`src/rtl/core/pwo_pkg.sv`:
```
// ----------------------------------------------------------------------------
// pwo_pkg: shared definitions for the polyphonic wavetable oscillator
// Operation codes, field widths, default sizes and accumulator control types.
// ----------------------------------------------------------------------------
`default_nettype none

package pwo_pkg;

  // Default sizes; the top level takes these as parameter defaults.
  localparam int TABLE_SIZE_DEF  = 256;
  localparam int VOICE_COUNT_DEF = 128;
  localparam int PHASE_BITS_DEF  = 24;

  // Input item field widths.
  localparam int OP_W    = 3;
  localparam int NOTE_W  = 7;
  localparam int TIDX_W  = 8;
  localparam int TBYTE_W = 8;
  localparam int STEP_W  = 24;

  // Bus widths (fields packed from bit 0, padded to whole bytes).
  localparam int S_TDATA_W = 56;
  localparam int M_TDATA_W = 24;

  // Sample, gain and mix widths.
  localparam int SAMPLE_W = 16;
  localparam int GAIN_W   = 16;
  localparam int SCALED_W = 17;
  localparam int SUM_W    = 24;
  localparam int MIX_W    = 21;

  localparam logic [GAIN_W-1:0] GAIN_RESET = 16'd13107;

  localparam logic signed [SUM_W-1:0] SUM_HI = 24'sd1048575;
  localparam logic signed [SUM_W-1:0] SUM_LO = -24'sd1048576;

  // Operation codes.
  localparam logic [OP_W-1:0] OP_TICK        = 3'd0;
  localparam logic [OP_W-1:0] OP_NOTE_ON     = 3'd1;
  localparam logic [OP_W-1:0] OP_NOTE_OFF    = 3'd2;
  localparam logic [OP_W-1:0] OP_TABLE_WRITE = 3'd3;
  localparam logic [OP_W-1:0] OP_STEP_WRITE  = 3'd4;

  // Control into the scale-and-accumulate unit.
  typedef struct packed {
    logic clear;
    logic valid;
  } acc_ctrl_t;

  // Status out of the scale-and-accumulate unit.
  typedef struct packed {
    logic busy;
  } acc_stat_t;

endpackage

`default_nettype wire

```
`src/rtl/core/pwo_scale_acc.sv`:
```
// ----------------------------------------------------------------------------
// pwo_scale_acc: gain scaling and mix accumulation
// Multiplies each table sample by the gain, floors to Q.15 and sums.
// ----------------------------------------------------------------------------
`default_nettype none

module pwo_scale_acc (
  input  wire logic                                 clk,
  input  wire logic                                 rst,
  input  wire pwo_pkg::acc_ctrl_t                   ctrl,
  input  wire logic        [pwo_pkg::SAMPLE_W-1:0]  sample,
  input  wire logic        [pwo_pkg::GAIN_W-1:0]    gain,
  output logic signed      [pwo_pkg::SUM_W-1:0]     sum,
  output pwo_pkg::acc_stat_t                        stat
);

  localparam int PROD_W = pwo_pkg::SAMPLE_W + pwo_pkg::GAIN_W + 1;

  logic signed [PROD_W-1:0]            prod;
  logic                                prod_v;
  logic signed [pwo_pkg::SCALED_W-1:0] scaled;

  // Dropping the low 16 bits of a two's complement product floors it.
  assign scaled = prod[PROD_W-1 -: pwo_pkg::SCALED_W];

  always_ff @(posedge clk) begin
    prod <= $signed(sample) * $signed({1'b0, gain});
    if (rst) begin
      prod_v <= 1'b0;
      sum    <= '0;
    end else begin
      prod_v <= ctrl.valid;
      if (ctrl.clear) begin
        sum <= '0;
      end else if (prod_v) begin
        sum <= sum + {{(pwo_pkg::SUM_W - pwo_pkg::SCALED_W){scaled[pwo_pkg::SCALED_W-1]}},
                      scaled};
      end
    end
  end

  assign stat.busy = prod_v;

endmodule

`default_nettype wire

```
`config.mk`:
```
export PLATFORM = sky130hd
export DESIGN_NAME = pwo_scale_acc
export DESIGN_NICKNAME = d
export VERILOG_FILES = /design/src/rtl/core/pwo_pkg.sv /design/src/rtl/core/pwo_scale_acc.sv
export SDC_FILE = /design/constraint.sdc
export NUM_CORES = 1
export LEC_CHECK = 0
export BUFFER_PORTS_ARGS = -buffer_cell sky130_fd_sc_hd__buf_4
export CAP_MARGIN = 20
export CORE_ASPECT_RATIO = 1.2
export CORE_UTILIZATION = 36
export DETAILED_ROUTE_END_ITERATION = 8
export MAX_ROUTING_LAYER = met4
export PLACE_DENSITY = 0.54
export SKIP_CTS_REPAIR_TIMING = 1
export SLEW_MARGIN = 0
export SYNTH_ARGS = -nofsm -noshare
export SYNTH_HDL_FRONTEND = slang
export SYNTH_SLANG_ARGS = --single-unit
```
`constraint.sdc`:
```
create_clock -name clk -period 9.73 [get_ports clk]
set_input_delay 1.946 -clock clk [delete_from_list [all_inputs] [get_ports clk]]
set_output_delay 1.946 -clock clk [all_outputs]
set_load 0.05 [all_outputs]
```
==> qor.csv, run 1 <==
metric,value,unit
WL final,26.3,mm
Power Density,355,mW/mm^2
Synth Instances,1196,
Peak Freq,136,MHz
H-tree depth,2,
RSZ-0062 raised after global routing,false,
DPL Wire Length,20.9,mm
Compound-Gate Fraction of Synth Area,0.0795,
n_diodes,0,
hold crit path type,reg2reg,
Synth Area in Simple Gates,0.178,
pins over their slew limit,0,
# nets final,1598,
die outline width,159,microns
# IOs,61,
DRT antenna net count,0,
Worst setup SP type,primary input,
critical path class,in2reg,
FP Rows,68,
Post-synth EDFFs,0,
CTS buffer count,5,
slew margin rel.,0.610,
peak fanout along the critical path,16,
GRT Resource Usage Total,0.187,
adder-cell share of the synthesized area,0.530,
Slew @ Worst Pin,0.583,ns
core area,0.0289,sq mm
share of cells above drive strength 1,0.0709,
worst vdd ir,0.348,mV
Syn Area/Cell,8.93,sq um
Residual DRC,0,
Critical Path AT,7.53,ns
"Seq/Total Area, Yosys",0.0788,
crit share post-route,0.757,
Setup crit end kind,flop,
outcome,finished clean,
Worst Clk Skew,0.00397,ns
"Top FF cell, synth",dfxtp_1,
Die Y,191,microns
total power draw,0.00413,W
Final setup viols,0,
Setup TNS,0,ns
asr flop ratio synth,0,
synthesized area,0.0107,sq mm
Initial Utilization,0.369,
Vias,7867,
max cap viols,0,
worst skew pair latency,0.29,ns
Ys Warns,0,
"Remaining Overflow, GRT",0,
die area,0.0303,sq mm
initial antenna violation count,0,
Synth cell types,61,
syn_nets,1568,
RePlAce Congestion,0.838,
synthesis-to-finish area growth,8.92,%
fin worst setup slack,2.37,ns
Synth Register Bits,42,
post-layout min period,7.36,ns
DRT Pass-1 Iters,4,
Post-Synth XOR/XNOR Area,0.0271,
largest net degree at the start of global routing,23,
largest family of logic cells by synthesized area,adder cells,
"Hold Violations, Final",0,
CTS tree,done,
Iteration-0 DRC Markers,359,
CTS root buffer,clkbuf_16,
Setup WS pre-CTS,2.04,ns
wire length per cell,16.3,microns
clk slew on worst S/H paths,0.06,ns
Max Root-Sink Buffers,2,
mux share of post-synthesis cell area,0.0113,
Worst EP required,9.90,ns
post-DR vias/cell,4.88,
Lkg Pwr,5.93,nW
vias in the first global route,8371,
clk sink count,42,
port bufs,60,
global-route wire length before repair,43.4,mm
layer usage:
metal | vias up | share of wire | GRT usage
met5 | - | 0 | -
met1 | 3932 | 0.47 | 0.243
met2 | 127 | 0.49 | 0.321
li1 | 3793 | - | -
met3 | 15 | 0.036 | 0.0165
met4 | 0 | 0.0093 | 0.0303
final cells by class:
| cell class | instances | area (sq um) |
|---|---|---|
| fill | 3001 | 17300 |
| multi-input combinational | 886 | 8820 |
| inverter | 230 | 863 |
| sequential | 42 | 841 |
| tap | 385 | 482 |
| timing repair buffer | 61 | 458 |
| clock buffer | 6 | 129 |
| clock inverter | 2 | 37.5 |
Yosys cell counts, types with 2 or more instances:
master    number  area share
a31oi_1        3      0.0018
o21ai_1        2     0.00094
clkbuf_1      35       0.012
and2_1       113       0.066
or2_2          3      0.0018
o31a_1         2      0.0016
a221o_1        2      0.0019
o31ai_1        2      0.0014
o21ai_0       17      0.0080
o22ai_1        2      0.0012
o21a_1         5      0.0035
a211oi_1       6      0.0042
dfxtp_1       42       0.079
o211ai_1       4      0.0028
inv_1        229       0.081
o21ai_2        2      0.0016
mux2i_1       12       0.011
a31oi_2        2      0.0023
a21o_2         2      0.0016
o221ai_1       3      0.0025
ha_1         142        0.17
nand2_1      148       0.052
nand4b_1       3      0.0025
or4_1          2      0.0014
nor2_1        52       0.018
xnor2_1       20       0.016
nand4_1       11      0.0064
or3_1          3      0.0018
nor2b_1        6      0.0035
fa_1         194        0.36
xor2_1        13       0.011
nand3_1       11      0.0052
a21o_1        19       0.013
nor3_1        12      0.0056
a21oi_1       33       0.015
nand2b_1      10      0.0059
o21bai_1       5      0.0035
state kept, by name, indices dropped and copies added (netlist names):
signal	cells
sum	24
prod	17
stat	1
kinds of logic (layout without fill, tap and decap cells):
family / count (synthesis) / count (layout)
flops: 42 / 42
mux: 12 / 12
buf+inv: 268 / 299
compound gates: 122 / 122
simple gates: 383 / 383
xor+xnor: 33 / 33
fa+ha+maj: 336 / 336
critical path, cell delays in order:
cell     delay (ns)
buf_4          0.17
and2_1         0.19
fa_1           0.54
inv_1          0.05
fa_1           0.46
fa_1           0.51
inv_1          0.05
fa_1           0.50
fa_1           0.51
inv_1          0.05
fa_1           0.47
inv_1          0.04
ha_1           0.43
nand4_2        0.14
or4b_1         0.53
o221a_1        0.27
or2_4          0.26
o21ai_4        0.18
o41ai_1        0.10
xnor2_1        0.13
placed cells by master, fill, tap and decap left out, types with 6 or more instances in the layout:
master / count
a211oi_1: 6
buf_4: 61
nand3_1: 11
nor2b_1: 6
mux2i_1: 12
xor2_1: 13
dfxtp_1: 42
a21o_1: 19
nand2_1: 148
o21ai_0: 17
nor3_1: 12
nand2b_1: 10
and2_1: 113
xnor2_1: 20
nand4_1: 11
nor2_1: 52
ha_1: 142
inv_1: 229
fa_1: 194
a21oi_1: 33
stage by stage:
step           hold WS [ns]  cells   util  cell area (sq um)
3_5_place_dp          0.481   1604  0.396              11500
4_1_cts               0.489   1612  0.402              11600
6_report              0.484   1612  0.402              11600
5_1_grt               0.526   1612  0.402              11600
3_3_place_gp          0.474   1604  0.396              11500
2_1_floorplan         0.551   1196      -              10700
worst paths after layout:
kind,slack (ns),endpoint,cells past startpoint,startpoint
worst max-delay path,2.37,prod[30]$_DFF_P_,20,sample[4]
worst min-delay path,0.48,sum[23]$_SDFFE_PP0P_,2,sum[23]$_SDFFE_PP0P_
worst max register to register,6.82,sum[22]$_SDFFE_PP0P_,11,sum[0]$_SDFFE_PP0P_
worst min register to register,0.48,sum[23]$_SDFFE_PP0P_,2,sum[23]$_SDFFE_PP0P_
power by group:
part / leakage (nW) / switching (W) / internal (W) / total [W]
Clock: 0.0771 / 0.0000674 / 0.000121 / 0.000188
Combinational: 5.51 / 0.00207 / 0.00159 / 0.00366
Sequential: 0.346 / 0.0000199 / 0.000256 / 0.000276
(Power assumes the default switching activity.)
==> run 2, diff against run 1 <==
- ABC_AREA: unset -> 1
- PLACE_DENSITY: 0.54 -> 0.55
- clock period: 9.73 -> 6.35 ns (I/O delays scaled with it)
==> qor.csv, run 2 <==
metric,value,unit,change
outcome,finished clean,,
"Hold Violations, Final",0,,unchanged
synthesized area,0.0121,sq mm,+13%
WL final,31.5,mm,+20%
asr flop ratio synth,0,,unchanged
fillers,3559,,+19%
Synth cell types,26,,-57%
Ys Warns,0,,unchanged
DPL Wire Length,27.0,mm,+29%
largest net degree at the start of global routing,41,,+78%
Vias,10400,,+32%
n_diodes,0,,unchanged
Worst setup SP type,primary input,,
port bufs,60,,unchanged
post-layout min period,6.05,ns,
critical path class,in2reg,,
"critical path, cell by cell",buf_4 > clkinvlp_4 > or2_2 > fa_1 > fa_1 > inv_1 > fa_1 > fa_1 > fa_1 > inv_1 > fa_1 > inv_1 > ha_1 > nand2_1 > o21ai_0 > a21oi_1 > nor2_1 > nor2_1 > nand3_1 > nand2_1,,
Residual DRC,0,,unchanged
H-tree depth,2,,unchanged
share of cells above drive strength 1,0.0606,,-0.0103
Critical Path AT,6.23,ns,-1.30 ns
Setup crit end kind,flop,,
Worst Clk Skew,0.00477,ns,+0.000803 ns
CP Launch Point,sample[15],,
CP peak stage delay,0.51,ns,-0.03 ns
worst skew pair latency,0.29,ns,about the same
RePlAce Congestion,0.915,,+9.2%
clk slew on worst S/H paths,0.06,ns,about the same
FF-to-FF Start,sum[0]$_SDFFE_PP0P_,,
vias in the first global route,10800,,+29%
Placed Area,0.0131,sq mm,+14%
die outline width,169,microns,+6.3%
Synth Instances,1769,,+48%
"Remaining Overflow, GRT",0,,unchanged
Multi-input gate area,0.00926,sq mm,+5.0%
Slew @ Worst Pin,0.532,ns,-0.0502 ns
CTS buffer count,5,,unchanged
Top reg by flops,sum,,
commonest cells in the netlist,"nand2_1, inv_1, fa_1, ha_1, nor2_1",,
global-route wire length before repair,52.6,mm,+21%
Setup TNS,0,ns,unchanged
# IOs,61,,unchanged
Initial Utilization,0.366,,-0.00344
Largest register FFs,24,,unchanged
core area,0.0331,sq mm,+14%
clk sink count,42,,unchanged
"commonest non-fill, non-tap cells in the layout","nand2_1, inv_1, fa_1",,
RSZ-0062 raised after global routing,true,,
die area,0.0343,sq mm,+13%
Post-synth EDFFs,0,,unchanged
crit share post-route,0.953,,
DRT Pass-1 Iters,5,,+1
DRT antenna net count,0,,unchanged
Non-Filler Instances,2250,,+40%
"area leader, netlist",fa_1,,
Syn Area/Cell,6.83,sq um,-23%
"commonest non-fill, non-tap cell in the layout",nand2_1,,
synthesis-to-finish area growth,9.44,%,
Critical-path top delay cell,fa_1,,
fin worst setup slack,0.299,ns,-2.07 ns
pins over their slew limit,0,,unchanged
wire length per cell,14.0,microns,-14%
Placed Cells,2242,,+40%
FP Rows,73,,+7.4%
design area,0.0132,sq mm,+14%
Setup WS pre-CTS,-0.0359,ns,-2.08 ns
# nets final,2171,,+36%
Synth Register Bits,42,,unchanged
Final setup viols,0,,unchanged
Worst EP required,6.53,ns,-3.37 ns
max cap viols,0,,unchanged
Reg area,841,sq um,unchanged
post-DR vias/cell,4.61,,-5.6%
peak fanout along the critical path,15,,-1
Iteration-0 DRC Markers,479,,+33%
hold crit path type,reg2reg,,
syn_nets,2141,,+37%
most frequent CP cell,fa_1,,
initial antenna violation count,0,,unchanged
"Seq/Total Area, Yosys",0.0696,,-0.00920
CTS tree,done,,
CTS root buffer,clkbuf_16,,
"Top FF cell, synth",dfxtp_1,,
slew margin rel.,0.645,,+0.0349
Die Y,203,microns,+6.3%
hold_sp,sum[0]$_SDFFE_PP0P_,,
Area contributors post-synth,"fa_1, nand2_1, inv_1",,
GRT Resource Usage Total,0.199,,+0.0120
Synth top area share,0.321,,-0.0425
Peak Freq,165,MHz,
Max Root-Sink Buffers,2,,unchanged
most common cell in the synthesized netlist,nand2_1,,
## run 2: cell types whose count changed after synthesis, moves of 13 or more
| cell | previous run | this run |
|---|---|---|
| nand3_1 | 11 | 55 |
| and2_1 | 113 | 0 |
| inv_1 | 229 | 474 |
| xnor2_1 | 20 | 5 |
| nor2_1 | 52 | 138 |
| o21ai_0 | 17 | 31 |
| clkbuf_1 | 35 | 57 |
| a21o_1 | 19 | 6 |
| nand2_1 | 148 | 528 |
| a21oi_1 | 33 | 47 |
## run 2: per-layer routing
layer / wire length [microns] / vias to the layer above / GRT usage
met5: 0 / - / -
met4: 562 / 0 / 0.0476
met3: 885 / 34 / 0.00838
met2: 16100 / 209 / 0.366
met1: 13900 / 4950 / 0.237
li1: - / 5177 / -
## run 2: path summary, 6_finish.rpt
path | end | slack, ns | cells past startpoint
min | sum[0]$_SDFFE_PP0P_ | 0.51 | 2
max | prod[30]$_DFF_P_ | 0.30 | 20
max reg2reg | sum[16]$_SDFFE_PP0P_ | 4.10 | 13
min reg2reg | sum[0]$_SDFFE_PP0P_ | 0.51 | 2
## run 2: cell type report
| cell class | instances | share of cell area |
|---|---|---|
| clock buffers | 6 | 0.0105 |
| clock inverters | 2 | 0.000946 |
| inverters | 474 | 0.135 |
| multi-input cells | 1193 | 0.700 |
| flip-flops and latches | 42 | 0.0636 |
| well taps | 450 | 0.0426 |
| repair buffers | 83 | 0.0480 |
## run 2: metrics by stage
step	utilization	hold slack, ns
after detailed placement	0.395	0.509
after floorplan	-	0.587
final	0.400	0.506
after global placement	0.395	0.490
after global routing	0.400	0.550
after CTS	0.400	0.516
## run 2: logic make-up after synthesis
kind of cell,Yosys count,synth area share
adder cells (fa/ha/maj),336,0.468
AND/OR/NAND/NOR,751,0.245
flip-flops,42,0.0696
buffers and inverters,534,0.166
XOR/XNOR,16,0.0116
AO/OA/AOI/OAI,90,0.0399
## run 2: worst max-delay path, delay by kind of cell
family,cells,cell delay [ns]
AND/OR/NAND/NOR,6,0.86
buffers and inverters,5,0.47
AO/OA/AOI/OAI,2,0.51
adder cells (fa/ha/maj),7,3.15
Power of run 2 is not shown: default switching activity piles up to over one toggle a cycle in this logic, so the estimate is an artifact.
==> run 3, diff against run 2 <==
- ABC_AREA: 1 -> unset
- MAX_ROUTING_LAYER: met4 -> unset
- PLACE_DENSITY: 0.55 -> 0.56
==> qor.csv, run 3 (synthesis results as in run 1) <==
metric,value,unit,change
peak fanout along the critical path,8,,-7
Setup crit end kind,flop,,
Final setup viols,5,,+5
# IOs,61,,unchanged
die area,0.0303,sq mm,-12%
"Remaining Overflow, GRT",0,,unchanged
DPL Wire Length,22.9,mm,-15%
post-DR vias/cell,4.80,,+4.1%
outcome,finished with violations,,
"Hold Violations, Final",0,,unchanged
CTS root buffer,clkbuf_16,,
hold crit path type,reg2reg,,
pins over their slew limit,0,,unchanged
DRT Pass-1 Iters,5,,unchanged
DRT antenna net count,0,,unchanged
violated checks,negative setup slack,,
post-layout min period,6.48,ns,+0.427 ns
share of cells above drive strength 1,0.173,,+0.112
"commonest non-fill, non-tap cells in the layout","inv_1, fa_1, buf_4",,
global-route wire length before repair,43.3,mm,-18%
max cap viols,0,,unchanged
RSZ-0062 raised after global routing,true,,
core area,0.0289,sq mm,-13%
Slew @ Worst Pin,0.572,ns,+0.0392 ns
Top reg by flops,sum,,
Worst Clk Skew,0.00520,ns,+0.000431 ns
GRT Resource Usage Total,0.177,,-0.0218
Vias,8237,,-21%
port bufs,60,,unchanged
Placed Area,0.0123,sq mm,-5.6%
"commonest non-fill, non-tap cell in the layout",inv_1,,
Max Root-Sink Buffers,2,,unchanged
die outline width,159,microns,-6.0%
wire length per cell,14.9,microns,+6.7%
Iteration-0 DRC Markers,354,,-26%
fin worst setup slack,-0.128,ns,-0.427 ns
Largest register FFs,24,,unchanged
initial antenna violation count,0,,unchanged
Peak Freq,154,MHz,-6.6%
CTS buffer count,5,,unchanged
Residual DRC,0,,unchanged
fillers,2872,,-19%
critical path class,in2reg,,
CTS tree,done,,
Worst EP required,6.51,ns,-0.02 ns
Initial Utilization,0.369,,+0.00344
slew margin rel.,0.618,,-0.0275
Die Y,191,microns,-6.0%
H-tree depth,2,,unchanged
synthesis-to-finish area growth,19.6,%,
largest net degree at the start of global routing,23,,-44%
Worst setup SP type,primary input,,
Critical Path AT,6.64,ns,+0.41 ns
clk slew on worst S/H paths,0.06,ns,about the same
design area,0.0128,sq mm,-3.5%
crit share post-route,1.02,,+0.0673
FP Rows,68,,-6.8%
n_diodes,0,,unchanged
RePlAce Congestion,0.848,,-7.3%
worst skew pair latency,0.28,ns,about the same
clk sink count,42,,unchanged
# nets final,1703,,-22%
WL final,25.7,mm,-19%
vias in the first global route,8795,,-19%
==> run 3: changes by cell type in the layout (fill, tap and decap cells not counted), moves of 13 or more <==
| cell | change |
|---|---|
| a21o_1 | +13 |
| nor2_1 | -87 |
| nand2_1 | -386 |
| a21oi_1 | -15 |
| nand3_1 | -44 |
| inv_1 | -249 |
| xnor2_1 | +14 |
| o21ai_0 | -17 |
| buf_4 | +63 |
| and2_1 | +108 |
==> run 3: cell type report <==
class | count | area [sq um] | share of cell area
Inverter | 230 | 863 | 0.0676
Sequential cell | 42 | 841 | 0.0658
Tap cell | 385 | 482 | 0.0377
Timing Repair Buffer | 166 | 1410 | 0.110
Clock buffer | 6 | 129 | 0.0101
Clock inverter | 2 | 37.5 | 0.00294
Multi-Input combinational cell | 886 | 9010 | 0.706
==> run 3: routing by layer <==
layer	global-route usage	vias to the layer above	share of wire
met2	0.313	155	0.48
met1	0.227	4030	0.45
met5	0	-	0
met3	0.0161	47	0.028
li1	-	4005	-
met4	0.0603	0	0.035
==> run 3: worst paths after layout <==
| kind | startpoint | endpoint | slack (ns) | cells past startpoint |
|---|---|---|---|---|
| setup / recovery | sample[5] | prod[30]$_DFF_P_ | -0.13 | 20 |
| setup reg to reg | sum[0]$_SDFFE_PP0P_ | sum[22]$_SDFFE_PP0P_ | 3.48 | 11 |
| hold / removal | sum[17]$_SDFFE_PP0P_ | sum[17]$_SDFFE_PP0P_ | 0.49 | 2 |
| hold reg to reg | sum[17]$_SDFFE_PP0P_ | sum[17]$_SDFFE_PP0P_ | 0.49 | 2 |
==> run 3: stage by stage <==
stage               std cells  hold slack, ns   util  setup slack, ns  setup TNS (ns)
CTS                      1713           0.497  0.432           -0.160          -0.593
global placement         1705           0.470  0.426           -0.388           -3.51
global route             1717           0.517  0.442           -0.313           -1.62
floorplan                1196           0.551      -           -0.143          -0.434
detailed placement       1705           0.489  0.426           -0.462           -4.17
finish                   1717           0.490  0.442           -0.128          -0.378
==> run 3: critical path, stage by stage <==
cell	delay, ns
buf_12	0.11
and2_4	0.15
fa_1	0.54
inv_2	0.04
fa_1	0.46
fa_1	0.51
inv_1	0.06
fa_1	0.46
fa_1	0.56
inv_2	0.04
fa_1	0.52
inv_2	0.05
ha_4	0.27
nand4_4	0.09
or4b_1	0.52
o221a_1	0.28
or2_4	0.26
o21ai_4	0.21
o41ai_2	0.09
xnor2_1	0.13
Power of run 3 is left out for the same reason.
